===== src/rtl/scmd_pkg.sv =====
// ----------------------------------------------------------------------------
// scmd_pkg
// shared types and constants of the segment clearance block
// ----------------------------------------------------------------------------
package scmd_pkg;

  localparam int unsigned CoordW = 24;
  localparam int unsigned DiffW  = 25;
  localparam int unsigned ProdW  = 50;
  localparam int unsigned DotW   = 51;
  localparam int unsigned LsqW   = 50;
  localparam int unsigned LenW   = 25;
  localparam int unsigned DirW   = 18;
  localparam int unsigned QuoW   = 17;
  localparam int unsigned DirFrac = 16;
  localparam int unsigned NumW   = 42;
  localparam int unsigned CrsW   = 43;
  localparam int unsigned LatW   = 27;
  localparam int unsigned SqW    = 54;
  localparam int unsigned RemW   = 26;
  localparam int unsigned CfgIdxW = 2;

  localparam logic [CfgIdxW-1:0] RegStartX = 2'd0;
  localparam logic [CfgIdxW-1:0] RegStartY = 2'd1;
  localparam logic [CfgIdxW-1:0] RegEndX   = 2'd2;
  localparam logic [CfgIdxW-1:0] RegEndY   = 2'd3;

  typedef struct packed {
    logic signed [CoordW-1:0] point_x;
    logic signed [CoordW-1:0] point_y;
    logic                     last_point;
  } in_t;

  typedef struct packed {
    logic [CoordW-1:0] clearance;
    logic              no_point_in_span;
  } out_t;

  typedef struct packed {
    logic signed [CoordW-1:0] sx;
    logic signed [CoordW-1:0] sy;
    logic signed [DiffW-1:0]  dx;
    logic signed [DiffW-1:0]  dy;
    logic [LsqW-1:0]          l2;
    logic signed [DirW-1:0]   ux;
    logic signed [DirW-1:0]   uy;
    logic                     zero;
  } seg_t;

  typedef struct packed {
    logic            in_span;
    logic [LsqW-1:0] sq;
    logic            last;
  } qent_t;

endpackage


===== src/rtl/scmd_fifo.sv =====
// ----------------------------------------------------------------------------
// scmd_fifo
// short queue between point intake and minimum tracking
// ----------------------------------------------------------------------------
module scmd_fifo (
  input  logic            clk_i,
  input  logic            rst_ni,
  input  logic            push_i,
  input  scmd_pkg::qent_t push_data_i,
  output logic            full_o,
  input  logic            pop_i,
  output logic            valid_o,
  output scmd_pkg::qent_t pop_data_o
);
  import scmd_pkg::*;

  qent_t      mem_q [4];
  logic [1:0] wp_q, rp_q;
  logic [2:0] cnt_q;

  always_ff @(posedge clk_i or negedge rst_ni) begin
    if (!rst_ni) begin
      wp_q  <= '0;
      rp_q  <= '0;
      cnt_q <= '0;
    end else begin
      if (push_i) wp_q <= wp_q + 2'd1;
      if (pop_i)  rp_q <= rp_q + 2'd1;
      cnt_q <= cnt_q + 3'(push_i) - 3'(pop_i);
    end
  end

  always_ff @(posedge clk_i) begin
    if (push_i) mem_q[wp_q] <= push_data_i;
  end

  assign full_o     = cnt_q[2];
  assign valid_o    = (cnt_q != '0);
  assign pop_data_o = mem_q[rp_q];

endmodule


===== config.mk =====
export PLATFORM = sky130hd
export DESIGN_NAME = scmd_fifo
export DESIGN_NICKNAME = d
export VERILOG_FILES = /design/src/rtl/scmd_pkg.sv /design/src/rtl/scmd_fifo.sv
export SDC_FILE = /design/constraint.sdc
export NUM_CORES = 1
export LEC_CHECK = 0
export ABC_AREA = 1
export BUFFER_PORTS_ARGS = -buffer_cell sky130_fd_sc_hd__buf_2
export CORE_UTILIZATION = 40
export DETAILED_ROUTE_END_ITERATION = 8
export PLACE_DENSITY = 0.69
export SLEW_MARGIN = 10
export SYNTH_ARGS = -nofsm -noshare
export SYNTH_HDL_FRONTEND = slang
export SYNTH_SLANG_ARGS = --single-unit
export TNS_END_PERCENT = 50

===== constraint.sdc =====
create_clock -name clk_i -period 2.6 [get_ports clk_i]
set_input_delay 0.52 -clock clk_i [delete_from_list [all_inputs] [get_ports clk_i]]
set_output_delay 0.52 -clock clk_i [all_outputs]
set_load 0.03 [all_outputs]

==> results.txt <==
post-DP HPWL = 10.4 mm
Core Footprint = 22100 sq um
Synth Net Count = 923
Synth area leaders = edfxtp_1 68%, nand2_1 11%, inv_1 9.0%
Pre-antenna DRT Iters = 4
synth warn = 0
leading area contributor after synthesis = edfxtp_1
Hold Startpoint = push_data_i[6]
area delta synth->final = 19.5%
worst clock skew = 0.00907 ns
vias in the first global route = 5574
CP max FO = 74
TritonCTS clock tree = built
num rows = 54
most frequent CP cell = nand2_1
period utilization = 0.929
via count = 5756
share of layout cells above drive strength 1 = 0.171
Total Neg Setup Slack = 0 ns
Post-Place Setup Slack = 0.529 ns
RSZ-0062 raised after global routing = no
CTS max path bufs = 3
first-pass GRT wire length = 28.9 mm
fin nets = 1043
Via density = 4.50
Worst R2R Setup Slack = 0.92 ns
VDD IR-drop max = 0.755 mV
Final Non-Filler Cells = 1280
Seq cells post-synth = 215
Tmin final = 2.41 ns
most common cell after layout, fill and taps aside = nand2_1
max incr delay on CP = 0.52 ns
CP Buf/Inv Count = 3
post-synth cell types = 15
FF-to-FF End = mem_q[2][18]
total gr overflow = 0
Pleak = 5.12 nW
worst r2r src = wp_q[0]
slew margin rel. = 0.635
Seq/Total Area, Yosys = 0.702
gpl congestion = 0.689
number of DRC violations after detailed-routing iteration 0 = 282
Antenna Violating Nets Remaining = 0
top-area cell type share of the netlist area = 0.683
worst-path cell chain = clkinv_2 -> buf_16 -> nand2_1 -> nand3_1 -> nand2_1 -> buf_2
Root Buffer = clkbuf_16
final setup margin = 0.186 ns
total power = 13.4 mW
Setup CP Type = reg -> out
worst path required time = 2.08 ns
antenna violations before repair = 4
Placed Cells = 1229
Cells after Synth = 860
hold path cells = 1
FF-to-FF path depth = 5
clk sink count = 215
H-tree Lvls = 1
IO Pins = 110
Reg area = 6430 sq um
Hold Path Class = in -> reg
Starting Density = 0.414
area occupied by multi-input gates = 1670 sq um
synthesized area per cell = 10.6 sq um
Routed WL = 18.0 mm
final hold vios = 0
Max-cap violations = 0
Setup Viol. Count Final = 0
Fillers = 1931
worst skew pair latency = 0.51 ns
utilization after layout = 0.495
Worst Hold End = mem_q[1][6]
drt drc = 0
status = completed
Max Fclk = 414 MHz
Post-Syn Area = 9150 sq um
die width = 153 microns
Die Span Y = 153 microns
PortBufs = 109
most frequent cells in the layout = 271 x nand2_1, 216 x inv_1, 208 x edfxtp_1, 109 x buf_2, 106 x nand3_1
Setup crit end kind = primary output
pwr dens = 1230 nW/um^2
Total Routing Usage GR = 0.158
crit path max-delay cell type = dfrtp_4
Clk pin slew, worst setup/hold paths = 0.06 ns
WL per Instance = 14.1 microns
Slew @ Worst Pin = 0.547 ns
Worst EP arrival = 1.89 ns
largest net degree at the start of global routing = 75
startpoint type of the worst setup path = flip-flop
Max Transition Viols Final = 0
Crit path max-delay family = buffers and inverters
TritonCTS Buffers = 24
Die ar. = 23500 sq um
-- layer usage --
metal	track usage	share of wire
met1	0.194	0.42
met2	0.276	0.49
met3	0.0394	0.062
met4	0.0438	0.020
met5	0	0.0015
-- final cells by class --
cell class,count,share of cell area
flip-flops and latches,215,0.588
multi-input cells,388,0.153
repair buffers,129,0.0763
inverters,222,0.0763
clock buffers,33,0.0618
well taps,280,0.0320
clock inverters,11,0.0121
diodes,2,0.000458
-- cells in the mapped netlist --
| cell type | n |
|---|---|
| buf_6 | 8 |
| inv_2 | 2 |
| buf_1 | 1 |
| buf_4 | 1 |
| inv_1 | 220 |
| nand2_1 | 271 |
| dfrtp_1 | 7 |
| fa_1 | 1 |
| nand3_1 | 106 |
| o21ai_1 | 1 |
| clkbuf_1 | 6 |
| xor2_1 | 3 |
| buf_2 | 19 |
| ha_1 | 6 |
| edfxtp_1 | 208 |
-- registers in the layout (all words and copies together) (netlist names) --
signal / flops
cnt_q: 3
mem_q: 208
rp_q: 2
wp_q: 2
-- stage by stage --
stage | hold slack [ns] | instance area, sq um
2_1_floorplan | 0.224 | 9150
3_3_place_gp | 0.382 | 10100
3_5_place_dp | 0.392 | 10100
4_1_cts | 0.201 | 10900
5_1_grt | 0.207 | 10900
6_report | 0.222 | 10900
-- cells by family (layout without fill, tap and decap cells) --
group	count (synthesis)	count (layout)	synth area share
AOI/OAI and AO/OA	1	1	0.000547
DFF	215	215	0.702
buffers and inverters	257	395	0.115
xor gates and xnor gates	3	3	0.00287
adders and majority gates	7	7	0.0104
and+or+nand+nor	377	377	0.169
other	0	2	0
-- worst max-delay path by stage --
| stage | from | end | slack (ns) | depth (start not counted) |
|---|---|---|---|---|
| detailed placement | rp_q[0] | pop_data_o[25] | 0.53 | 6 |
| finish | rp_q[0] | pop_data_o[37] | 0.19 | 6 |
| global placement | rp_q[0] | pop_data_o[25] | 0.56 | 6 |
| CTS | rp_q[0] | pop_data_o[7] | 0.06 | 6 |
| global route | rp_q[0] | pop_data_o[49] | 0.06 | 6 |
| floorplan | push_i | mem_q[1][0] | 0.37 | 3 |
-- power breakdown --
part	switching [mW]	internal, mW	leakage, nW
combinational	3.79	1.51	2.73
clock	1.30	2.11	0.393
sequential	0.161	4.54	1.99
total	5.25	8.16	5.12
-- timing repair --
action,in CTS,in global routing
endpoints found under the hold margin,7,0
endpoints found under the setup margin,3,4
setup buffers,1,3
hold buffers,1,0
gates resized for setup,0,2
Power figures use the tool's default switching activity.
