## src/rtl/scmd_pkg.sv

```systemverilog
// ----------------------------------------------------------------------------
// scmd_pkg
// shared types and constants of the segment clearance block
// ----------------------------------------------------------------------------
package scmd_pkg;

  localparam int unsigned CoordW = 24;
  localparam int unsigned DiffW  = 25;
  localparam int unsigned ProdW  = 50;
  localparam int unsigned DotW   = 51;
  localparam int unsigned LsqW   = 50;
  localparam int unsigned LenW   = 25;
  localparam int unsigned DirW   = 18;
  localparam int unsigned QuoW   = 17;
  localparam int unsigned DirFrac = 16;
  localparam int unsigned NumW   = 42;
  localparam int unsigned CrsW   = 43;
  localparam int unsigned LatW   = 27;
  localparam int unsigned SqW    = 54;
  localparam int unsigned RemW   = 26;
  localparam int unsigned CfgIdxW = 2;

  localparam logic [CfgIdxW-1:0] RegStartX = 2'd0;
  localparam logic [CfgIdxW-1:0] RegStartY = 2'd1;
  localparam logic [CfgIdxW-1:0] RegEndX   = 2'd2;
  localparam logic [CfgIdxW-1:0] RegEndY   = 2'd3;

  typedef struct packed {
    logic signed [CoordW-1:0] point_x;
    logic signed [CoordW-1:0] point_y;
    logic                     last_point;
  } in_t;

  typedef struct packed {
    logic [CoordW-1:0] clearance;
    logic              no_point_in_span;
  } out_t;

  typedef struct packed {
    logic signed [CoordW-1:0] sx;
    logic signed [CoordW-1:0] sy;
    logic signed [DiffW-1:0]  dx;
    logic signed [DiffW-1:0]  dy;
    logic [LsqW-1:0]          l2;
    logic signed [DirW-1:0]   ux;
    logic signed [DirW-1:0]   uy;
    logic                     zero;
  } seg_t;

  typedef struct packed {
    logic            in_span;
    logic [LsqW-1:0] sq;
    logic            last;
  } qent_t;

endpackage

```

## src/rtl/scmd_isqrt.sv

```systemverilog
// ----------------------------------------------------------------------------
// scmd_isqrt
// iterative integer square root, two radicand bits per cycle
// ----------------------------------------------------------------------------
module scmd_isqrt (
  input  logic                       clk_i,
  input  logic                       rst_ni,
  input  logic                       start_i,
  input  logic [scmd_pkg::LsqW-1:0]  rad_i,
  output logic                       done_o,
  output logic [scmd_pkg::LenW-1:0]  root_o
);
  import scmd_pkg::*;

  logic [LsqW-1:0] rad_q, rad_d;
  logic [RemW-1:0] rem_q, rem_d;
  logic [LenW-1:0] root_q, root_d;
  logic [4:0]      cnt_q, cnt_d;
  logic            busy_q, busy_d, done_q, done_d;
  logic [RemW+1:0] rem_s, trial;

  always_comb begin
    rem_s  = {rem_q, rad_q[LsqW-1 -: 2]};
    trial  = {1'b0, root_q, 2'b01};
    rad_d  = rad_q;
    rem_d  = rem_q;
    root_d = root_q;
    cnt_d  = cnt_q;
    busy_d = busy_q;
    done_d = 1'b0;
    if (start_i) begin
      rad_d  = rad_i;
      rem_d  = '0;
      root_d = '0;
      cnt_d  = 5'(LenW - 1);
      busy_d = 1'b1;
    end else if (busy_q) begin
      rad_d = {rad_q[LsqW-3:0], 2'b00};
      if (rem_s >= trial) begin
        rem_d  = RemW'(rem_s - trial);
        root_d = {root_q[LenW-2:0], 1'b1};
      end else begin
        rem_d  = rem_s[RemW-1:0];
        root_d = {root_q[LenW-2:0], 1'b0};
      end
      if (cnt_q == '0) begin
        busy_d = 1'b0;
        done_d = 1'b1;
      end else begin
        cnt_d = cnt_q - 5'd1;
      end
    end
  end

  always_ff @(posedge clk_i or negedge rst_ni) begin
    if (!rst_ni) begin
      busy_q <= 1'b0;
      done_q <= 1'b0;
      cnt_q  <= '0;
      root_q <= '0;
    end else begin
      busy_q <= busy_d;
      done_q <= done_d;
      cnt_q  <= cnt_d;
      root_q <= root_d;
    end
  end

  always_ff @(posedge clk_i) begin
    rad_q <= rad_d;
    rem_q <= rem_d;
  end

  assign done_o = done_q;
  assign root_o = root_q;

endmodule

```

## src/rtl/scmd_seg.sv

```systemverilog
// ----------------------------------------------------------------------------
// scmd_seg
// segment registers and derived length and unit direction
// ----------------------------------------------------------------------------
module scmd_seg (
  input  logic                          clk_i,
  input  logic                          rst_ni,
  input  logic                          cfg_valid_i,
  input  logic [scmd_pkg::CfgIdxW-1:0]  cfg_index_i,
  input  logic [scmd_pkg::CoordW-1:0]   cfg_data_i,
  output logic                          idle_o,
  output scmd_pkg::seg_t                seg_o
);
  import scmd_pkg::*;

  localparam logic [2:0] StIdle = 3'd0;
  localparam logic [2:0] StDiff = 3'd1;
  localparam logic [2:0] StMul  = 3'd2;
  localparam logic [2:0] StSum  = 3'd3;
  localparam logic [2:0] StSqs  = 3'd4;
  localparam logic [2:0] StSqw  = 3'd5;
  localparam logic [2:0] StDivs = 3'd6;
  localparam logic [2:0] StDiv  = 3'd7;

  logic [2:0] st_q;
  logic signed [CoordW-1:0] sx_q, sy_q, ex_q, ey_q;
  logic signed [DiffW-1:0]  dx_q, dy_q;
  logic [ProdW-1:0]         pxx_q, pyy_q;
  logic [LsqW-1:0]          l2_q;
  logic [LenW-1:0]          len_q;
  logic signed [DirW-1:0]   ux_q, uy_q;
  logic [NumW-1:0]          remx_q, remy_q, divs_q;
  logic [QuoW-1:0]          qx_q, qy_q;
  logic [4:0]               cnt_q;
  logic                     sq_done;
  logic [LenW-1:0]          sq_root;
  logic [DiffW-1:0]         adx, ady;
  logic signed [ProdW-1:0]  sqx, sqy;

  scmd_isqrt u_isqrt (
    .clk_i   (clk_i),
    .rst_ni  (rst_ni),
    .start_i (st_q == StSqs),
    .rad_i   (l2_q),
    .done_o  (sq_done),
    .root_o  (sq_root)
  );

  assign adx = dx_q[DiffW-1] ? DiffW'(-dx_q) : DiffW'(dx_q);
  assign ady = dy_q[DiffW-1] ? DiffW'(-dy_q) : DiffW'(dy_q);
  assign sqx = dx_q * dx_q;
  assign sqy = dy_q * dy_q;

  always_ff @(posedge clk_i or negedge rst_ni) begin
    if (!rst_ni) begin
      st_q  <= StIdle;
      sx_q  <= '0;
      sy_q  <= '0;
      ex_q  <= '0;
      ey_q  <= '0;
      dx_q  <= '0;
      dy_q  <= '0;
      l2_q  <= '0;
      len_q <= '0;
      ux_q  <= '0;
      uy_q  <= '0;
      cnt_q <= '0;
    end else begin
      unique case (st_q)
        StIdle: begin
          if (cfg_valid_i) begin
            unique case (cfg_index_i)
              RegStartX: sx_q <= cfg_data_i;
              RegStartY: sy_q <= cfg_data_i;
              RegEndX:   ex_q <= cfg_data_i;
              RegEndY:   ey_q <= cfg_data_i;
              default: ;
            endcase
            st_q <= StDiff;
          end
        end
        StDiff: begin
          dx_q <= DiffW'(ex_q) - DiffW'(sx_q);
          dy_q <= DiffW'(ey_q) - DiffW'(sy_q);
          st_q <= StMul;
        end
        StMul: begin
          pxx_q <= ProdW'(sqx);
          pyy_q <= ProdW'(sqy);
          st_q  <= StSum;
        end
        StSum: begin
          l2_q <= LsqW'(pxx_q + pyy_q);
          st_q <= StSqs;
        end
        StSqs: st_q <= StSqw;
        StSqw: begin
          if (sq_done) begin
            len_q <= sq_root;
            st_q  <= StDivs;
          end
        end
        StDivs: begin
          remx_q <= NumW'({adx, DirFrac'(0)}) + NumW'(len_q >> 1);
          remy_q <= NumW'({ady, DirFrac'(0)}) + NumW'(len_q >> 1);
          divs_q <= NumW'({len_q, DirFrac'(0)});
          qx_q   <= '0;
          qy_q   <= '0;
          cnt_q  <= 5'(DirFrac);
          st_q   <= StDiv;
        end
        StDiv: begin
          if (remx_q >= divs_q) begin
            remx_q <= remx_q - divs_q;
            qx_q   <= {qx_q[QuoW-2:0], 1'b1};
          end else begin
            qx_q   <= {qx_q[QuoW-2:0], 1'b0};
          end
          if (remy_q >= divs_q) begin
            remy_q <= remy_q - divs_q;
            qy_q   <= {qy_q[QuoW-2:0], 1'b1};
          end else begin
            qy_q   <= {qy_q[QuoW-2:0], 1'b0};
          end
          divs_q <= divs_q >> 1;
          if (cnt_q == '0) begin
            st_q <= StIdle;
          end else begin
            cnt_q <= cnt_q - 5'd1;
          end
        end
        default: st_q <= StIdle;
      endcase
      if (st_q == StDiv && cnt_q == '0) begin
        if (len_q == '0) begin
          ux_q <= '0;
          uy_q <= '0;
        end else begin
          ux_q <= dx_q[DiffW-1] ? -$signed({1'b0, qx_q[QuoW-2:0], remx_q >= divs_q})
                                :  $signed({1'b0, qx_q[QuoW-2:0], remx_q >= divs_q});
          uy_q <= dy_q[DiffW-1] ? -$signed({1'b0, qy_q[QuoW-2:0], remy_q >= divs_q})
                                :  $signed({1'b0, qy_q[QuoW-2:0], remy_q >= divs_q});
        end
      end
    end
  end

  assign idle_o    = (st_q == StIdle);
  assign seg_o.sx  = sx_q;
  assign seg_o.sy  = sy_q;
  assign seg_o.dx  = dx_q;
  assign seg_o.dy  = dy_q;
  assign seg_o.l2  = l2_q;
  assign seg_o.ux  = ux_q;
  assign seg_o.uy  = uy_q;
  assign seg_o.zero = (len_q == '0);

endmodule

```

## config.mk

```make
export PLATFORM = sky130hd
export DESIGN_NAME = scmd_seg
export DESIGN_NICKNAME = d
export VERILOG_FILES = /design/src/rtl/scmd_pkg.sv /design/src/rtl/scmd_isqrt.sv /design/src/rtl/scmd_seg.sv
export SDC_FILE = /design/constraint.sdc
export NUM_CORES = 2
export LEC_CHECK = 0
export BUFFER_PORTS_ARGS = -buffer_cell sky130_fd_sc_hd__buf_2
export CAP_MARGIN = 20
export CELL_PAD_IN_SITES_DETAIL_PLACEMENT = 0
export CELL_PAD_IN_SITES_GLOBAL_PLACEMENT = 1
export CORE_MARGIN = 3
export CORE_UTILIZATION = 52
export CTS_CLUSTER_DIAMETER = 120
export CTS_CLUSTER_SIZE = 12
export DETAILED_ROUTE_END_ITERATION = 8
export GPL_TIMING_DRIVEN = 0
export PLACE_DENSITY = 0.8
export SLEW_MARGIN = 10
export SYNTH_ARGS = -nofsm -noshare
export SYNTH_HDL_FRONTEND = slang
export SYNTH_HIERARCHICAL = 1
export SYNTH_SLANG_ARGS = --single-unit
```

## constraint.sdc

```tcl
create_clock -name clk_i -period 11.95 [get_ports clk_i]
set_input_delay 2.39 -clock clk_i [delete_from_list [all_inputs] [get_ports clk_i]]
set_output_delay 2.39 -clock clk_i [all_outputs]
set_load 0.01 [all_outputs]
```

==> flow_summary.toml <==
[logic_synthesis]
ys_seq_elements = 628
synth_edf_count = 305
syn_avg_cell_area_um2 = 9.71
yosysWarnings = 6
synth_compound_area_frac = 0.104
yosys.area_share.simple = 0.117
synth_cell_types = 98
synth_top_area_share = 0.312
ys_async_sr_fraction = 0.473
synth_fa_ha_area_frac = 0.397
syn-num-nets = 9854
ys.flop_type = "edfxtp_1"
synth_top_family_by_area = "adder cells"
yosys.area_share.xor_xnor = 0.0442
synth_area_mm2 = 0.0783
ys_seq_area_frac = 0.218
synth_top_cell_by_area = "fa_1"
synth_cells = 8069
synth_area_leaders = "fa_1 (31%), edfxtp_1 (12%), dfrtp_1 (9.5%)"
synthMuxAreaShare = 0.0284

[routing]
routed_via_density = 5.78
dr.pass1.iters = 6
ant_nets = 0
vias = 60294
wl_per_cell_um = 25.9
route.detailed.drc = 0
drt_iter0_markers = 5612
drt_wl_total_um = 270000

[finish]
nNetsFinal = 10154
drive_gt1_frac = 0.0631
fillCellCount = 13424
fin_cells = 10431
regArea_mm2 = 0.0171
area_growth_pct = 7.31
multi_input_area_mm2 = 0.0541

[grt]
grt_use_met1 = 0.483
grt_max_degree = 94
antenna_found_initial = 14
grt_pass1_wl_um = 405000
grt_pass1_vias = 62177
use_met3 = 0.0832
use_met2 = 0.533
grt-ovfl-total = 0
grt.busiest_layer = "met2"
grt.total_usage = 0.352

[sta]
setup_ws_ns = 0.604
relSlewSlack = 0.181
slew_violations = 0
finalHoldViolations = 0
clock.fmax_ghz = 0.0881
skew_ns = 0.0744
rsz0062_at_grt = "no"
timing.final.crit_share = 0.949
tightest_slew_ns = 1.23
period_needed_ns = 11.35
setup_violations = 0

[min_path]
hold_start = "ux_q[6]"
hp-class = "reg -> reg"

[run]
maxCapViolCount = 0

[clocking]
clockBufferDepth = 3
cts_htree_levels = 2
numCtsBuffers = 58
path_clk_slew_ns = 0.07
cts_sinks = 628
worstSkewPairLatency_ns = 0.70
cts_tree = "built"
root_buffer = "clkbuf_16"
cts_setup_buffers = 0

[floorplan]
die_h_um = 394
start_util = 0.527
fp.dieW_um = 394
row_count = 141
top_level_ports = 215
die-area_mm2 = 0.155
core-area_mm2 = 0.149

[placed_design]
io_buffers = 214
post-place-ws_ns = -0.124
gp_congestion = 1.00
place_hpwl_um = 221000
dp.cells = 10309

[worst_setup_path]
path_common_cell = "fa_1"
crit_end = "pyy_q[44]"
startpoint = "dy_q[24]"
worstPathArrival_ns = 11.80
cp_num_cells = 24
cpLargestDelayFamily = "adder cells"
reg2reg_to = "pyy_q[44]"
crit_type = "reg -> reg"
crit_chain = "clkbuf_1 -> clkbuf_2 -> clkbuf_2 -> clkbuf_2 -> clkdlybuf4s15_1 -> nand2_1 -> inv_1 -> fa_1 -> fa_1 -> inv_1 -> fa_1 -> inv_1 -> fa_1 -> fa_1 -> fa_1 -> fa_1 -> ha_1 -> clkbuf_1 -> nand4_1 -> or4_1 -> o21ai_0 -> nand2b_1 -> a211oi_1 -> xnor2_1"
worst-path-max-fanout = 11
crit_path_start_kind = "register"
end_kind = "register"
crit_required_ns = 12.40
cpPeakStageDelay_ns = 0.85
reg2reg_slack_ns = 0.60
cpMaxStageDelayCell = "fa_1"
r2r_start = "dy_q[24]"
cp.buffers_inverters = 9
reg2regPathDepth = 24

[outcome]
status = "finished, final reports clean"
-- how the worst min path moves through the flow --
stage                       end  depth (start not counted)
2_1_floorplan  u_isqrt/rem_q[0]                          2
3_3_place_gp            uy_q[5]                          2
3_5_place_dp            ux_q[6]                          2
4_1_cts                 ux_q[6]                          2
5_1_grt                ux_q[10]                          2
6_report                ux_q[6]                          2
-- worst register-to-register path, stage by stage (launching register included) --
cell and delay (ns):
dfrtp_1 0.58, clkbuf_1 0.44, clkbuf_2 0.49, clkbuf_2 0.44, clkbuf_2 0.51, clkdlybuf4s15_1 0.77
nand2_1 0.26, inv_1 0.18, fa_1 0.57, fa_1 0.85, inv_1 0.29, fa_1 0.67
inv_1 0.40, fa_1 0.53, fa_1 0.58, fa_1 0.44, fa_1 0.46, ha_1 0.36
clkbuf_1 0.42, nand4_1 0.31, or4_1 0.52, o21ai_0 0.45, nand2b_1 0.25, a211oi_1 0.11
xnor2_1 0.30
-- Yosys cell counts (all sizes together), types with 44 or more instances --
cell type / instances
o21bai: 46
o21ai: 367
nor2b: 44
clkbuf: 259
a31oi: 46
fa: 1220
xor2: 125
dfrtp: 297
xnor2: 270
a21oi: 318
nor2: 401
nand2: 729
nand3: 95
mux2: 156
and2: 234
nand4: 47
edfxtp: 305
o31ai: 45
ha: 536
a21o: 170
nor3: 74
inv: 1578
a211oi: 47
mux2i: 47
nand2b: 64
-- through the flow --
step                TNS, ns  hold slack [ns]  utilization  cell area [um^2]
global placement    -694.10            0.457        0.551             81900
detailed placement   -0.196            0.465        0.553             82300
CTS                       0            0.480        0.565             84000
floorplan                 0            0.442            -             78300
global route              0            0.503        0.565             84000
finish                    0            0.470        0.565             84100
-- metal layers --
metal  part of all wire  wire [um]
met1               0.41     110000
met2               0.44     118000
met3              0.097      26300
met4              0.055      14800
met5            0.00010         27
-- timing repair --
item | CTS | global route
hold buffers | 0 | 0
setup endpoints to repair | 4 | 6
resized for setup | 1 | 7
-- final cells by class --
type,count,share of cell area
Inverter,1598,0.0714
Multi-Input combinational cell,5548,0.644
Buffer,295,0.0137
Clock inverter,4,0.000893
Tap cell,2002,0.0298
Timing Repair Buffer,240,0.0172
Antenna cell,12,0.000357
Clock buffer,104,0.0193
Sequential cell,628,0.204
-- cell usage in the layout, fill, tap and decap left out, types with 20 or more instances in the layout --
| master | synthesis | routed |
|---|---|---|
| clkinv_1 | 20 | 20 |
| or2_2 | 20 | 20 |
| a211oi_1 | 46 | 46 |
| nor2b_1 | 44 | 44 |
| dfxtp_1 | 26 | 26 |
| ha_1 | 536 | 536 |
| buf_2 | 3 | 217 |
| edfxtp_1 | 305 | 305 |
| o21a_1 | 40 | 40 |
| mux2_2 | 155 | 155 |
| and3_1 | 42 | 42 |
| nand2_1 | 729 | 729 |
| nand4_1 | 47 | 47 |
| and2_1 | 233 | 233 |
| nand2b_1 | 64 | 64 |
| inv_1 | 1575 | 1573 |
| fa_1 | 1220 | 1220 |
| o21ai_0 | 356 | 356 |
| o21bai_1 | 46 | 46 |
| nor4_1 | 34 | 34 |
| nor3_1 | 73 | 72 |
| clkbuf_1 | 258 | 299 |
| dfrtp_1 | 297 | 297 |
| a21o_1 | 170 | 170 |
| xor2_1 | 125 | 125 |
| clkbuf_16 | 0 | 58 |
| xnor2_1 | 270 | 270 |
| buf_1 | 28 | 28 |
| or4_1 | 22 | 22 |
| o211ai_1 | 25 | 25 |
| or3_1 | 37 | 37 |
| a31oi_1 | 46 | 46 |
| o31ai_1 | 45 | 45 |
| nor2_1 | 401 | 401 |
| nand3_1 | 95 | 95 |
| a21oi_1 | 316 | 314 |
| mux2i_1 | 47 | 47 |
-- registers in the layout, summed over array words and instances (netlist names), 18 cells and up --
| name | flops |
|---|---|
| dx_q | 25 |
| uy_q | 18 |
| u_isqrt/root_o | 25 |
| u_isqrt/rad_q | 50 |
| sy_q | 24 |
| remx_q | 42 |
| l2_q | 50 |
| len_q | 25 |
| pyy_q | 49 |
| remy_q | 42 |
| sx_q | 24 |
| u_isqrt/rem_q | 26 |
| ex_q | 24 |
| ux_q | 18 |
| divs_q | 41 |
| ey_q | 24 |
| pxx_q | 49 |
| dy_q | 25 |
-- logic make-up after synthesis --
| logic type | after synthesis |
|---|---|
| DFF | 628 |
| adders and majority gates | 1756 |
| xor gates and xnor gates | 395 |
| muxes | 203 |
| AOI/OAI and AO/OA | 1281 |
| and+or+nand+nor | 1913 |
| buffers and inverters | 1893 |
Power is left out: the tool's default activity adds up to more than one toggle a clock period on the data nets, which glitch-free logic cannot reach.
