## config.mk

```make
export PLATFORM = sky130hd
export DESIGN_NAME = scmd_back
export DESIGN_NICKNAME = d
export VERILOG_FILES = /design/src/rtl/scmd_pkg.sv /design/src/rtl/scmd_isqrt.sv /design/src/rtl/scmd_back.sv
export SDC_FILE = /design/constraint.sdc
export NUM_CORES = 1
export LEC_CHECK = 0
export BUFFER_PORTS_ARGS = -buffer_cell sky130_fd_sc_hd__buf_2
export CAP_MARGIN = 20
export CORE_MARGIN = 10
export CORE_UTILIZATION = 35
export CTS_CLUSTER_SIZE = 40
export DETAILED_ROUTE_END_ITERATION = 8
export SLEW_MARGIN = 30
export SYNTH_ARGS = -nofsm -noshare
export SYNTH_HDL_FRONTEND = slang
export SYNTH_SLANG_ARGS = --single-unit
```

## constraint.sdc

```tcl
create_clock -name clk_i -period 3.3 [get_ports clk_i]
set_clock_uncertainty 0.15 [all_clocks]
set_input_delay 0.66 -clock clk_i [delete_from_list [all_inputs] [get_ports clk_i]]
set_output_delay 0.66 -clock clk_i [all_outputs]
set_load 0.02 [all_outputs]
```

## src/rtl/scmd_pkg.sv

```systemverilog
// ----------------------------------------------------------------------------
// scmd_pkg
// shared types and constants of the segment clearance block
// ----------------------------------------------------------------------------
package scmd_pkg;

  localparam int unsigned CoordW = 24;
  localparam int unsigned DiffW  = 25;
  localparam int unsigned ProdW  = 50;
  localparam int unsigned DotW   = 51;
  localparam int unsigned LsqW   = 50;
  localparam int unsigned LenW   = 25;
  localparam int unsigned DirW   = 18;
  localparam int unsigned QuoW   = 17;
  localparam int unsigned DirFrac = 16;
  localparam int unsigned NumW   = 42;
  localparam int unsigned CrsW   = 43;
  localparam int unsigned LatW   = 27;
  localparam int unsigned SqW    = 54;
  localparam int unsigned RemW   = 26;
  localparam int unsigned CfgIdxW = 2;

  localparam logic [CfgIdxW-1:0] RegStartX = 2'd0;
  localparam logic [CfgIdxW-1:0] RegStartY = 2'd1;
  localparam logic [CfgIdxW-1:0] RegEndX   = 2'd2;
  localparam logic [CfgIdxW-1:0] RegEndY   = 2'd3;

  typedef struct packed {
    logic signed [CoordW-1:0] point_x;
    logic signed [CoordW-1:0] point_y;
    logic                     last_point;
  } in_t;

  typedef struct packed {
    logic [CoordW-1:0] clearance;
    logic              no_point_in_span;
  } out_t;

  typedef struct packed {
    logic signed [CoordW-1:0] sx;
    logic signed [CoordW-1:0] sy;
    logic signed [DiffW-1:0]  dx;
    logic signed [DiffW-1:0]  dy;
    logic [LsqW-1:0]          l2;
    logic signed [DirW-1:0]   ux;
    logic signed [DirW-1:0]   uy;
    logic                     zero;
  } seg_t;

  typedef struct packed {
    logic            in_span;
    logic [LsqW-1:0] sq;
    logic            last;
  } qent_t;

endpackage

```

## src/rtl/scmd_isqrt.sv

```systemverilog
// ----------------------------------------------------------------------------
// scmd_isqrt
// iterative integer square root, two radicand bits per cycle
// ----------------------------------------------------------------------------
module scmd_isqrt (
  input  logic                       clk_i,
  input  logic                       rst_ni,
  input  logic                       start_i,
  input  logic [scmd_pkg::LsqW-1:0]  rad_i,
  output logic                       done_o,
  output logic [scmd_pkg::LenW-1:0]  root_o
);
  import scmd_pkg::*;

  logic [LsqW-1:0] rad_q, rad_d;
  logic [RemW-1:0] rem_q, rem_d;
  logic [LenW-1:0] root_q, root_d;
  logic [4:0]      cnt_q, cnt_d;
  logic            busy_q, busy_d, done_q, done_d;
  logic [RemW+1:0] rem_s, trial;

  always_comb begin
    rem_s  = {rem_q, rad_q[LsqW-1 -: 2]};
    trial  = {1'b0, root_q, 2'b01};
    rad_d  = rad_q;
    rem_d  = rem_q;
    root_d = root_q;
    cnt_d  = cnt_q;
    busy_d = busy_q;
    done_d = 1'b0;
    if (start_i) begin
      rad_d  = rad_i;
      rem_d  = '0;
      root_d = '0;
      cnt_d  = 5'(LenW - 1);
      busy_d = 1'b1;
    end else if (busy_q) begin
      rad_d = {rad_q[LsqW-3:0], 2'b00};
      if (rem_s >= trial) begin
        rem_d  = RemW'(rem_s - trial);
        root_d = {root_q[LenW-2:0], 1'b1};
      end else begin
        rem_d  = rem_s[RemW-1:0];
        root_d = {root_q[LenW-2:0], 1'b0};
      end
      if (cnt_q == '0) begin
        busy_d = 1'b0;
        done_d = 1'b1;
      end else begin
        cnt_d = cnt_q - 5'd1;
      end
    end
  end

  always_ff @(posedge clk_i or negedge rst_ni) begin
    if (!rst_ni) begin
      busy_q <= 1'b0;
      done_q <= 1'b0;
      cnt_q  <= '0;
      root_q <= '0;
    end else begin
      busy_q <= busy_d;
      done_q <= done_d;
      cnt_q  <= cnt_d;
      root_q <= root_d;
    end
  end

  always_ff @(posedge clk_i) begin
    rad_q <= rad_d;
    rem_q <= rem_d;
  end

  assign done_o = done_q;
  assign root_o = root_q;

endmodule

```

## src/rtl/scmd_back.sv

```systemverilog
// ----------------------------------------------------------------------------
// scmd_back
// running minimum per point set and final root with output register
// ----------------------------------------------------------------------------
module scmd_back (
  input  logic            clk_i,
  input  logic            rst_ni,
  input  logic            valid_i,
  input  scmd_pkg::qent_t data_i,
  output logic            pop_o,
  input  logic            seg_zero_i,
  output logic            out_valid_o,
  input  logic            out_ready_i,
  output scmd_pkg::out_t  out_data_o
);
  import scmd_pkg::*;

  logic [LsqW-1:0] min_q, cur_min, new_min;
  logic            any_q, cur_any, new_any;
  logic            started_q, busy_q, rdy_q, anyf_q, ov_q;
  logic            sq_done, load;
  logic [LenW-1:0] root;
  out_t            od_q;

  assign pop_o   = valid_i && !busy_q;
  assign cur_min = started_q ? min_q : '1;
  assign cur_any = started_q && any_q;
  assign new_min = (data_i.in_span && data_i.sq < cur_min) ? data_i.sq : cur_min;
  assign new_any = cur_any || data_i.in_span;
  assign load    = rdy_q && (!ov_q || out_ready_i);

  scmd_isqrt u_isqrt (
    .clk_i   (clk_i),
    .rst_ni  (rst_ni),
    .start_i (pop_o && data_i.last),
    .rad_i   (new_min),
    .done_o  (sq_done),
    .root_o  (root)
  );

  always_ff @(posedge clk_i or negedge rst_ni) begin
    if (!rst_ni) begin
      min_q     <= '1;
      any_q     <= 1'b0;
      started_q <= 1'b0;
      busy_q    <= 1'b0;
      rdy_q     <= 1'b0;
      anyf_q    <= 1'b0;
      ov_q      <= 1'b0;
    end else begin
      if (pop_o) begin
        min_q     <= new_min;
        any_q     <= new_any;
        started_q <= !data_i.last;
        if (data_i.last) begin
          busy_q <= 1'b1;
          anyf_q <= new_any;
        end
      end
      if (sq_done) rdy_q <= 1'b1;
      if (load) begin
        rdy_q  <= 1'b0;
        busy_q <= 1'b0;
        ov_q   <= 1'b1;
      end else if (out_ready_i) begin
        ov_q <= 1'b0;
      end
    end
  end

  always_ff @(posedge clk_i) begin
    if (load) begin
      priority if (seg_zero_i) begin
        od_q.clearance        <= '0;
        od_q.no_point_in_span <= 1'b0;
      end else if (!anyf_q) begin
        od_q.clearance        <= '1;
        od_q.no_point_in_span <= 1'b1;
      end else begin
        od_q.clearance        <= root[LenW-1] ? '1 : root[CoordW-1:0];
        od_q.no_point_in_span <= 1'b0;
      end
    end
  end

  assign out_valid_o = ov_q;
  assign out_data_o  = od_q;

endmodule

```

==> results of run 1 <==
## cells by family (layout without fill, tap and decap cells)
family                     after synthesis  count (layout)  synth area share
AOI/OAI and AO/OA                      251             251            0.1527
and+or+nand+nor                        246             246            0.1104
DFF                                    189             189            0.4576
buffers and inverters                  148             252           0.05501
muxes                                  124             124            0.1182
adders and majority gates               78              78           0.08865
xor gates and xnor gates                22              22           0.01750
## layer usage
layer | wire (um) | global-route usage | up-vias
li1 | - | - | 3998
met1 | 12440 | 0.1783 | 3966
met2 | 12450 | 0.2263 | 168
met3 | 1148 | 0.02794 | 19
met4 | 323 | 0.03076 | 0
met5 | 0 | 0 | -
## final cells by class
type / instances / area [um^2] / share of cell area
clock inverter: 13 / 188.9 / 0.01469
multi-input combinational: 721 / 5421 / 0.4215
timing repair buffer: 131 / 937.1 / 0.07287
clock buffer: 19 / 442.9 / 0.03444
sequential: 189 / 5041 / 0.3920
inverter: 89 / 334.1 / 0.02598
tap: 396 / 495.5 / 0.03853
## placed cells by master, fill, tap and decap left out, types with 6 or more instances in the layout
cell,Yosys,final
o22a_1,50,50
mux2_2,48,48
buf_2,15,82
nor2_1,63,63
edfxtp_1,75,75
o211ai_1,6,6
a211oi_1,9,8
nor2b_1,55,53
ha_1,78,78
dfstp_2,50,50
a21oi_1,40,38
xor2_1,6,6
a21o_1,18,18
nor3_1,8,8
dfxtp_1,26,26
clkbuf_16,0,18
o21ai_0,51,50
mux2i_1,76,76
xnor2_1,16,16
buf_4,6,36
buf_12,0,11
and3_1,10,10
nand2b_1,7,7
inv_1,88,87
nand2_1,65,65
dfrtp_1,38,35
nand4_1,10,10
nand3_1,11,10
a31oi_1,44,44
## state kept, by name, indices dropped and copies added, names as in the netlist
name / count
u_isqrt.busy_q: 1
min_q: 50
busy_q: 1
started_q: 1
u_isqrt.done_o: 1
u_isqrt.rem_q: 26
anyf_q: 1
out_valid_o: 1
u_isqrt.rad_q: 50
u_isqrt.root_o: 25
out_data_o: 25
any_q: 1
u_isqrt.cnt_q: 5
rdy_q: 1
## worst max-delay path, stage by stage (launching register included)
cell and delay (ps):
dfrtp_2 440, buf_12 170, nor2b_2 180, ha_1 290
nand4_1 200, nor4_1 360, buf_4 160, and4_1 200
o21ai_2 80, nand3_4 140, buf_12 180, a21oi_4 80
buf_12 140, clkbuf_16 170, o22a_1 180
## through the flow
step | utilization | std cells | power [uW] | TNS [ps]
floorplan | - | 1058 | 9908 | 0
global placement | 0.3936 | 1524 | 11640 | -6172
detailed placement | 0.3936 | 1524 | 11800 | -7114
CTS | 0.4144 | 1556 | 14100 | 0
global route | 0.4172 | 1558 | 15310 | -4029
finish | 0.4172 | 1558 | 14110 | 0
## how the worst min path moves through the flow
stage                      startpoint                 end  slack (ps)
CTS                            rst_ni  u_isqrt.root_o[19]         110
detailed placement  u_isqrt.rem_q[25]   u_isqrt.rem_q[25]         310
floorplan                      rst_ni               any_q         210
global placement    u_isqrt.rem_q[25]   u_isqrt.rem_q[25]         300
global route                   rst_ni  u_isqrt.root_o[19]         120
finish                         rst_ni  u_isqrt.root_o[19]         110
## power by group
group          total, uW  leakage, uW  switching [uW]  internal [uW]
clock               2230     0.000292             939           1290
sequential          4640      0.00196             674           3970
combinational       7240      0.00355            3940           3300
total              14100      0.00580            5550           8560
## repair_timing
| action | CTS | global route |
|---|---|---|
| pin swaps | 0 | 2 |
| resized for setup | 2 | 11 |
| buffers inserted | 0 | 1 |
| setup endpoints to repair | 98 | 99 |
| gates cloned | 0 | 1 |
==> reports/results.md, run 1 <==
• fraction of synthesized cell area taken by the top area cell type: 0.2046
• maximum clock rate: 309.5 MHz
• Final Worst Setup Slack: 69.37 ps
• list of most frequent post-synthesis cells: 88 x inv_1, 78 x ha_1, 76 x mux2i_1
• number of placement rows: 64
• area of the mapped netlist: 11,010 um^2
• First DRT Iteration DRCs: 449
• total iterations of the first detailed-routing run: 5
• RePlAce Congestion: 0.8767
• result of the run: finished clean
• die span in y: 197.4 um
• final cycle utilization of the critical path: 0.9790
• crit path kind: reg -> reg
• source-to-sink clock delay at the later pin of the worst-skew pair: 430 ps
• DRC: 0
• maximum buffer depth of the clock tree: 2
• unrepaired setup endpoints after global routing: true
• global-route wire length before repair: 43,080 um
• Min Hold Slack: 107.8 ps
• number of cells traversed by the worst register-to-register path: 14
• synthesized area divided by synthesized cell count: 10.41 um^2
• top flip-flop cell by instance count after synthesis: edfxtp_1
• number of synthesized flops with an enable pin: 75
• average detailed-routed wire length per instance: 16.92 um
• relative area change from synthesis to final layout: 16.82%
• detail-routed via count per cell: 5.232
• Core Area: 30,830 um^2
• Worst setup EP type: flop
• Post-DRT Antenna Nets: 0
• actual transition at the worst max-transition pin: 624.5 ps
• proportion of layout cells with a drive suffix above 1: 0.2418
• via count of the first global-routing pass: 8,194
• Yosys warning total: 0
• post-synthesis async set-or-reset flop share: 0.4656
• port bufs: 83
• instance area after placement: 12,140 um^2
• Post-Place Setup Slack: -95.37 ps
• final-stage net count: 1,284
• number of instances in the synthesized netlist: 1,058
• Root Buffer Master: clkbuf_16
• Min Clock Period, post-route: 3231 ps
• pin count of the biggest net entering global routing: 51
• worst reg-to-reg setup slack: 70 ps
• nets in the synthesized netlist: 1,193
• flops & latches, synth: 189
• largest area contributor in the synthesized netlist: edfxtp_1
• class of the tightest hold or removal check: in -> async
• number of antenna repair diodes: 0
• sequential share of the synthesized area: 0.4576
• critical path capture point: min_q[24]
• data required time of the worst path: 3510 ps
• worst ir drop on vdd: 0.0003899 V
• Crit path arrival time: 3440 ps
• TritonCTS buffer count: 17
• source of the critical timing path: started_q
• PD cells: 1097 nW/um^2
• overall die area: 38,950 um^2
• total half-perimeter wirelength after legalization and detailed placement: 18,630 um
• kind of start point of the critical path: flop
• total of fill cells in the finished design: 2,958
• Crit Reg-Reg Startpoint: started_q
• hold buffer count at cts: 0
• Max Cap Violations: 0
• most repeated cell in the gate-level netlist after synthesis: inv_1
• final design instance area without fill: 12,860 um^2
• clock transition at the registers of the reported paths: 70 ps
• Starting Density: 0.3571
• CTS tree: built
• number of ports placed on the die boundary: 84
• number of H-tree levels: 4
• top area cells in the synthesized netlist: edfxtp_1 20%, dfstp_2 12%, ha_1 8.9%, dfrtp_1 8.6%, mux2i_1 6.9%
• distinct cell type count of the synthesized netlist: 58
• Pleak: 0.005802 uW
• worst r2r dst: min_q[24]
• number of pins exceeding their max-slew limit in the final report: 0
• wirelength, routed: 26,370 um
• TritonCTS Sinks: 189
• Max-slew headroom: 0.5837
• global-route total usage across every layer: 0.1362
• critical-path maximum fanout: 28
• count of final hold-check violations: 0
• GRT Residual Overflow: 0
• Setup-failing EPs final: 0
• vias post-DR: 8,151
• number of antenna violations at the first check in global routing: 0
• die width: 197.4 um
No activity file was read; power rests on OpenSTA's default activity.
==> run 2: changes to the inputs <==
--- a/config.mk
+++ b/config.mk
@@ -5,12 +5,12 @@
 export SDC_FILE = /design/constraint.sdc
 export NUM_CORES = 1
 export LEC_CHECK = 0
-export BUFFER_PORTS_ARGS = -buffer_cell sky130_fd_sc_hd__buf_2
 export CAP_MARGIN = 20
 export CORE_MARGIN = 10
 export CORE_UTILIZATION = 35
 export CTS_CLUSTER_SIZE = 40
 export DETAILED_ROUTE_END_ITERATION = 8
+export DONT_BUFFER_PORTS = 1
 export SLEW_MARGIN = 30
 export SYNTH_ARGS = -nofsm -noshare
 export SYNTH_HDL_FRONTEND = slang
==> reports/results.md, run 2 (same netlist as run 1, synthesis figures left out) <==
• data required time of the worst path: 3530 ps, +20 ps
• CTS tree: built
• largest registers ranked by flip-flop count: min_q: 50 flops, u_isqrt.rad_q: 50 flops, u_isqrt.rem_q: 26 flops
• wirelength, routed: 25,770 um, -2.3%
• via count of the first global-routing pass: 7,615, -7.1%
• vias post-DR: 7,723, -5.3%
• final design instance area without fill: 12,470 um^2, -3.0%
• TritonCTS Sinks: 189, unchanged
• most common cell after layout, fill and taps aside: inv_1
• GRT Residual Overflow: 0, unchanged
• Min Hold Slack: -0.6340 ps, -108.4 ps
• Worst setup EP type: flop
• Max-slew headroom: 0.5673, -0.01643
• PD cells: 1113 nW/um^2, +1.4%
• TritonCTS buffer count: 17, unchanged
• Core Area: 30,830 um^2, unchanged
• class of the tightest hold or removal check: in -> async
• Final Worst Setup Slack: 101.3 ps, +31.94 ps
• Pleak: 0.005495 uW, -5.3%
• number of antenna repair diodes: 0, unchanged
• RePlAce Congestion: 0.8773, about the same
• worst ir drop on vdd: 0.0004903 V, +26%
• global-route total usage across every layer: 0.1315, -0.004610
• kind of start point of the critical path: flop
• actual transition at the worst max-transition pin: 649.1 ps, +24.64 ps
• violations in the final reports: negative hold slack
• final-stage net count: 1,202, -6.4%
• source of the critical timing path: started_q
• final cycle utilization of the critical path: 0.9693, -0.009679
• number of ports placed on the die boundary: 84, unchanged
• Starting Density: 0.3571, unchanged
• number of pins exceeding their max-slew limit in the final report: 0, unchanged
• Setup-failing EPs final: 0, unchanged
• source-to-sink clock delay at the later pin of the worst-skew pair: 440 ps, about the same
• unrepaired setup endpoints after global routing: true
• maximum clock rate: 312.6 MHz, +1.0%
• port bufs: 0, -100%
• relative area change from synthesis to final layout: 13.29%
• average detailed-routed wire length per instance: 17.46 um, +3.1%
• total iterations of the first detailed-routing run: 4, -1
• Post-Place Setup Slack: -26.88 ps, +68.49 ps
• number of H-tree levels: 4, unchanged
• clock transition at the registers of the reported paths: 70 ps, about the same
• critical-path maximum fanout: 22, -21%
• DRC: 0, unchanged
• die span in y: 197.4 um, unchanged
• detail-routed via count per cell: 5.232, about the same
• First DRT Iteration DRCs: 411, -8.5%
• proportion of layout cells with a drive suffix above 1: 0.1870, -0.05479
• result of the run: finished with violations
• Crit path arrival time: 3430 ps, about the same
• instance area after placement: 11,690 um^2, -3.7%
• overall die area: 38,950 um^2, unchanged
• die width: 197.4 um, unchanged
• total half-perimeter wirelength after legalization and detailed placement: 18,060 um, -3.1%
• maximum buffer depth of the clock tree: 2, unchanged
• Post-DRT Antenna Nets: 0, unchanged
• Root Buffer Master: clkbuf_16
• most frequent cells in the layout: 87 x inv_1, 78 x ha_1, 76 x mux2i_1
• pin count of the biggest net entering global routing: 89, +75%
• number of antenna violations at the first check in global routing: 1, +1
• count of final hold-check violations: 2, +2
• global-route wire length before repair: 41,020 um, -4.8%
• Min Clock Period, post-route: 3199 ps, -31.94 ps
• number of placement rows: 64, unchanged
• crit path kind: reg -> reg
• Max Cap Violations: 0, unchanged
• Crit Reg-Reg Startpoint: started_q
[run 2: path summary, 6_finish.rpt]
| kind | endpoint | slack (ps) | depth (start not counted) |
|---|---|---|---|
| hold / removal | u_isqrt.cnt_q[3] | -0.6 | 1 |
| setup reg to reg | min_q[27] | 100 | 14 |
| max in group asynchronous | anyf_q | 2620 | 1 |
| hold reg to reg | u_isqrt.rem_q[25] | 320 | 2 |
| min in group clk_i | any_q | 190 | 2 |
| setup / recovery | min_q[27] | 100 | 14 |
[run 2: per-stage QoR]
stage | power, uW | cells | util | setup TNS (ps) | hold WS, ps
CTS | 13820 | 1472 | 0.3990 | 0 | 3.584
global route | 15060 | 1476 | 0.4045 | -2340 | 14.54
finish | 13880 | 1476 | 0.4045 | 0 | -0.6340
detailed placement | 11710 | 1439 | 0.3792 | -272.1 | 225.6
global placement | 11570 | 1439 | 0.3792 | -605.7 | 225.3
floorplan | 9908 | 1058 | - | 0 | 214.4
[run 2: layout make-up]
| class | count | area, um^2 |
|---|---|---|
| repair buffers | 49 | 578.1 |
| fillers | 2958 | 18360 |
| inverters | 89 | 334.1 |
| multi-input cells | 721 | 5454 |
| well taps | 396 | 495.5 |
| clock inverters | 7 | 52.55 |
| flip-flops and latches | 189 | 5040 |
| clock buffers | 25 | 518.0 |
[run 2: worst max-delay path, cell delays in order, from the launching register on]
cell	delay, ps
dfrtp_1	420
buf_12	170
nor2b_2	160
ha_1	300
a21oi_2	150
o21ai_0	120
a221oi_1	280
o211ai_1	150
o21ai_2	210
nand3_4	200
buf_6	180
a21oi_4	190
buf_12	160
buf_6	150
o22a_1	140
[run 2: layer usage]
layer,vias up,share of wire,GRT usage
li1,3840,-,-
met1,3741,0.46,0.1625
met2,123,0.46,0.2119
met3,19,0.066,0.04804
met4,0,0.012,0.03617
met5,-,0,0
[run 2: power by group]
| part | internal (uW) | switching [uW] | total (uW) | leakage [uW] |
|---|---|---|---|---|
| clock network | 1100 | 905 | 2010 | 0.000279 |
| logic | 3350 | 3780 | 7120 | 0.00325 |
| registers | 3970 | 777 | 4750 | 0.00196 |
| total | 8420 | 5460 | 13900 | 0.00549 |
[run 2: timing repair]
action,CTS,global route
pin swaps,0,6
gates cloned,0,3
setup endpoints to repair,82,99
setup buffers,0,1
resized for setup,3,25
hold buffers,1,0
endpoints found under the hold margin,88,0
==> run 3: changes to the inputs <==
==> constraint.sdc (replaced) <==
create_clock -name clk_i -period 3.2 [get_ports clk_i]
set_clock_uncertainty 0.15 [all_clocks]
set_input_delay 0.64 -clock clk_i [delete_from_list [all_inputs] [get_ports clk_i]]
set_output_delay 0.64 -clock clk_i [all_outputs]
set_load 0.02 [all_outputs]
==> reports/results.md, run 3 (same netlist as run 1, synthesis figures left out) <==
• result of the run: finished with violations
• violations in the final reports: negative setup slack
• number of pins exceeding their max-slew limit in the final report: 0, unchanged
• critical-path maximum fanout: 18, -18%
• number of placement rows: 64, unchanged
• die span in y: 197.4 um, unchanged
• Core Area: 30,830 um^2, unchanged
• most frequent cells in the layout: 87 x inv_1, 76 x ha_1, 75 x mux2i_1, 75 x edfxtp_1, 65 x nand2_1
• PD cells: 1155 nW/um^2, +3.8%
• crit-path cells: buf_8 > nor2b_1 > ha_1 > a21o_1 > a21o_1 > a21oi_1 > o21ai_0 > nand2b_1 > nand3_4 > buf_12 > a21oi_4 > buf_12 > clkbuf_16 > o22a_1
• most common cell after layout, fill and taps aside: inv_1
• Crit-path slowest cell: dfrtp_1
• total of fill cells in the finished design: 2,923, -1.2%
• Post-DRT Antenna Nets: 0, unchanged
• GRT Residual Overflow: 0, unchanged
• count of final hold-check violations: 0, -2
• Starting Density: 0.3571, unchanged
• Final Worst Setup Slack: -40.40 ps, -141.7 ps
• source-to-sink clock delay at the later pin of the worst-skew pair: 440 ps, about the same
• kind of start point of the critical path: flop
• global routing met2 resource utilization: 0.2241, +0.01222
• busiest metal layer after global routing: met2
• number of H-tree levels: 4, unchanged
• detail-routed via count per cell: 5.280, +0.91%
• TritonCTS Sinks: 189, unchanged
• number of antenna violations at the first check in global routing: 1, unchanged
• number of cells traversed by the worst register-to-register path: 14, unchanged
• global-route wire length before repair: 42,010 um, +2.4%
• Setup-failing EPs final: 44, +44
• clock transition at the registers of the reported paths: 70 ps, about the same
• crit path buf inv count: 4, unchanged
• met3 capacity usage during global routing: 0.04668, -0.001363
• overall die area: 38,950 um^2, unchanged
• worst ir drop on vdd: 0.0005006 V, +2.1%
• total half-perimeter wirelength after legalization and detailed placement: 18,500 um, +2.5%
• post-layout util: 0.4086, +0.004018
• Power, Total: 14,550 uW, +4.8%
• CTS tree: built
• data required time of the worst path: 3430 ps, -100 ps
• final cycle utilization of the critical path: 1.013, +0.04332
• via count of the first global-routing pass: 8,029, +5.4%
• RePlAce Congestion: 0.8687, -0.98%
• number of logic stages on the critical path including buffering: 14, unchanged
• First DRT Iteration DRCs: 374, -9.0%
• TritonCTS buffer count: 17, unchanged
• port bufs: 0, unchanged
• class of the tightest hold or removal check: in -> reg
• Min Hold Slack: 173.1 ps, +173.8 ps
• proportion of layout cells with a drive suffix above 1: 0.2020, +0.01499
• final design instance area without fill: 12,600 um^2, +0.99%
• met1 capacity usage during global routing: 0.1608, -0.001712
• Min Clock Period, post-route: 3240 ps, +41.71 ps
• wirelength, routed: 26,770 um, +3.9%
• final-stage net count: 1,206, +0.33%
• crit-path leading delay family: compound AO/OA/AOI/OAI gates
• actual transition at the worst max-transition pin: 963.3 ps, +314.2 ps
• Final TNS setup: -1232 ps, -1232 ps
• average detailed-routed wire length per instance: 18.08 um, +3.6%
• die width: 197.4 um, unchanged
• Crit path arrival time: 3470 ps, +40 ps
• instance area after placement: 11,700 um^2, about the same
• vias post-DR: 7,820, +1.3%
• Worst setup EP type: flop
• Max Cap Violations: 0, unchanged
• Pleak: 0.005556 uW, +1.1%
• crit path kind: reg -> reg
• relative area change from synthesis to final layout: 14.41%
• Max-slew headroom: 0.3578, -0.2095
• Root Buffer Master: clkbuf_16
• number of cells on the worst hold path: 2
• number of ports placed on the die boundary: 84, unchanged
• DRC: 0, unchanged
• unrepaired setup endpoints after global routing: true
• pin count of the biggest net entering global routing: 89, unchanged
• slowest stage delay, CP: 420 ps, about the same
• maximum clock rate: 308.6 MHz, -1.3%
• largest registers ranked by flip-flop count: min_q: 50 flops, u_isqrt.rad_q: 50 flops, u_isqrt.rem_q: 26 flops
• global-route total usage across every layer: 0.1342, +0.002612
• maximum buffer depth of the clock tree: 2, unchanged
• total iterations of the first detailed-routing run: 4, unchanged
## run 3: cell types whose count changed in the layout (fill, tap and decap cells not counted), sizes merged
cell | previous run | this run
clkbuf | 27 | 24
clkinvlp | 1 | 0
clkinv | 4 | 1
diode | 0 | 1
dlygate4sd3 | 0 | 1
buf | 47 | 48
inv | 91 | 100
## run 3: final cells by class
| class | count | area [um^2] | area share |
|---|---|---|---|
| well taps | 396 | 495.5 | 0.03934 |
| flip-flops and latches | 189 | 5039 | 0.4000 |
| multi-input cells | 721 | 5520 | 0.4383 |
| clock buffers | 20 | 478.0 | 0.03795 |
| inverters | 89 | 334.1 | 0.02652 |
| clock inverters | 12 | 92.59 | 0.007351 |
| repair buffers | 53 | 634.4 | 0.05036 |
| diodes | 1 | 2.502 | 0.0001987 |
## run 3: what timing repair did
action	CTS	global route
cloned	0	5
endpoints found under the setup margin	98	106
resized for setup	3	37
pin swaps	0	5
buffers inserted	0	1
hold buffers	2	0
endpoints found under the hold margin	88	0
## run 3: per-stage QoR
step,cells,worst slack [ps]
final,1481,-40.40
after global routing,1481,-166.9
after CTS,1474,-20.85
after detailed placement,1440,-92.66
after global placement,1440,-71.30
after floorplan,1058,59.29
## run 3: worst register-to-register path, delay by kind of cell (launching register included)
family	cells	cell delay [ps]
buf+inv	4	720
flops	1	420
simple gates	3	600
compound gates	6	1010
fa+ha+maj	1	280
## run 3: layer usage
metal	vias to the layer above	part of all wire
met5	-	0
met2	141	0.48
met4	0	0.012
li1	3841	-
met3	21	0.070
met1	3817	0.44
## run 3: final timing paths
path	slack, ps	to	start
max	-40	min_q[3]	started_q
min	170	any_q	data_i[51]
max reg2reg	-40	min_q[3]	started_q
min reg2reg	310	rdy_q	u_isqrt.done_o
max in group asynchronous	1840	min_q[31]	rst_ni
min in group asynchronous	700	rdy_q	rst_ni
## run 3: power breakdown
| part | internal, uW | switching [uW] | total (uW) |
|---|---|---|---|
| registers | 4100 | 764 | 4860 |
| logic | 3540 | 4050 | 7580 |
| clock network | 1100 | 996 | 2100 |
| total | 8740 | 5810 | 14500 |
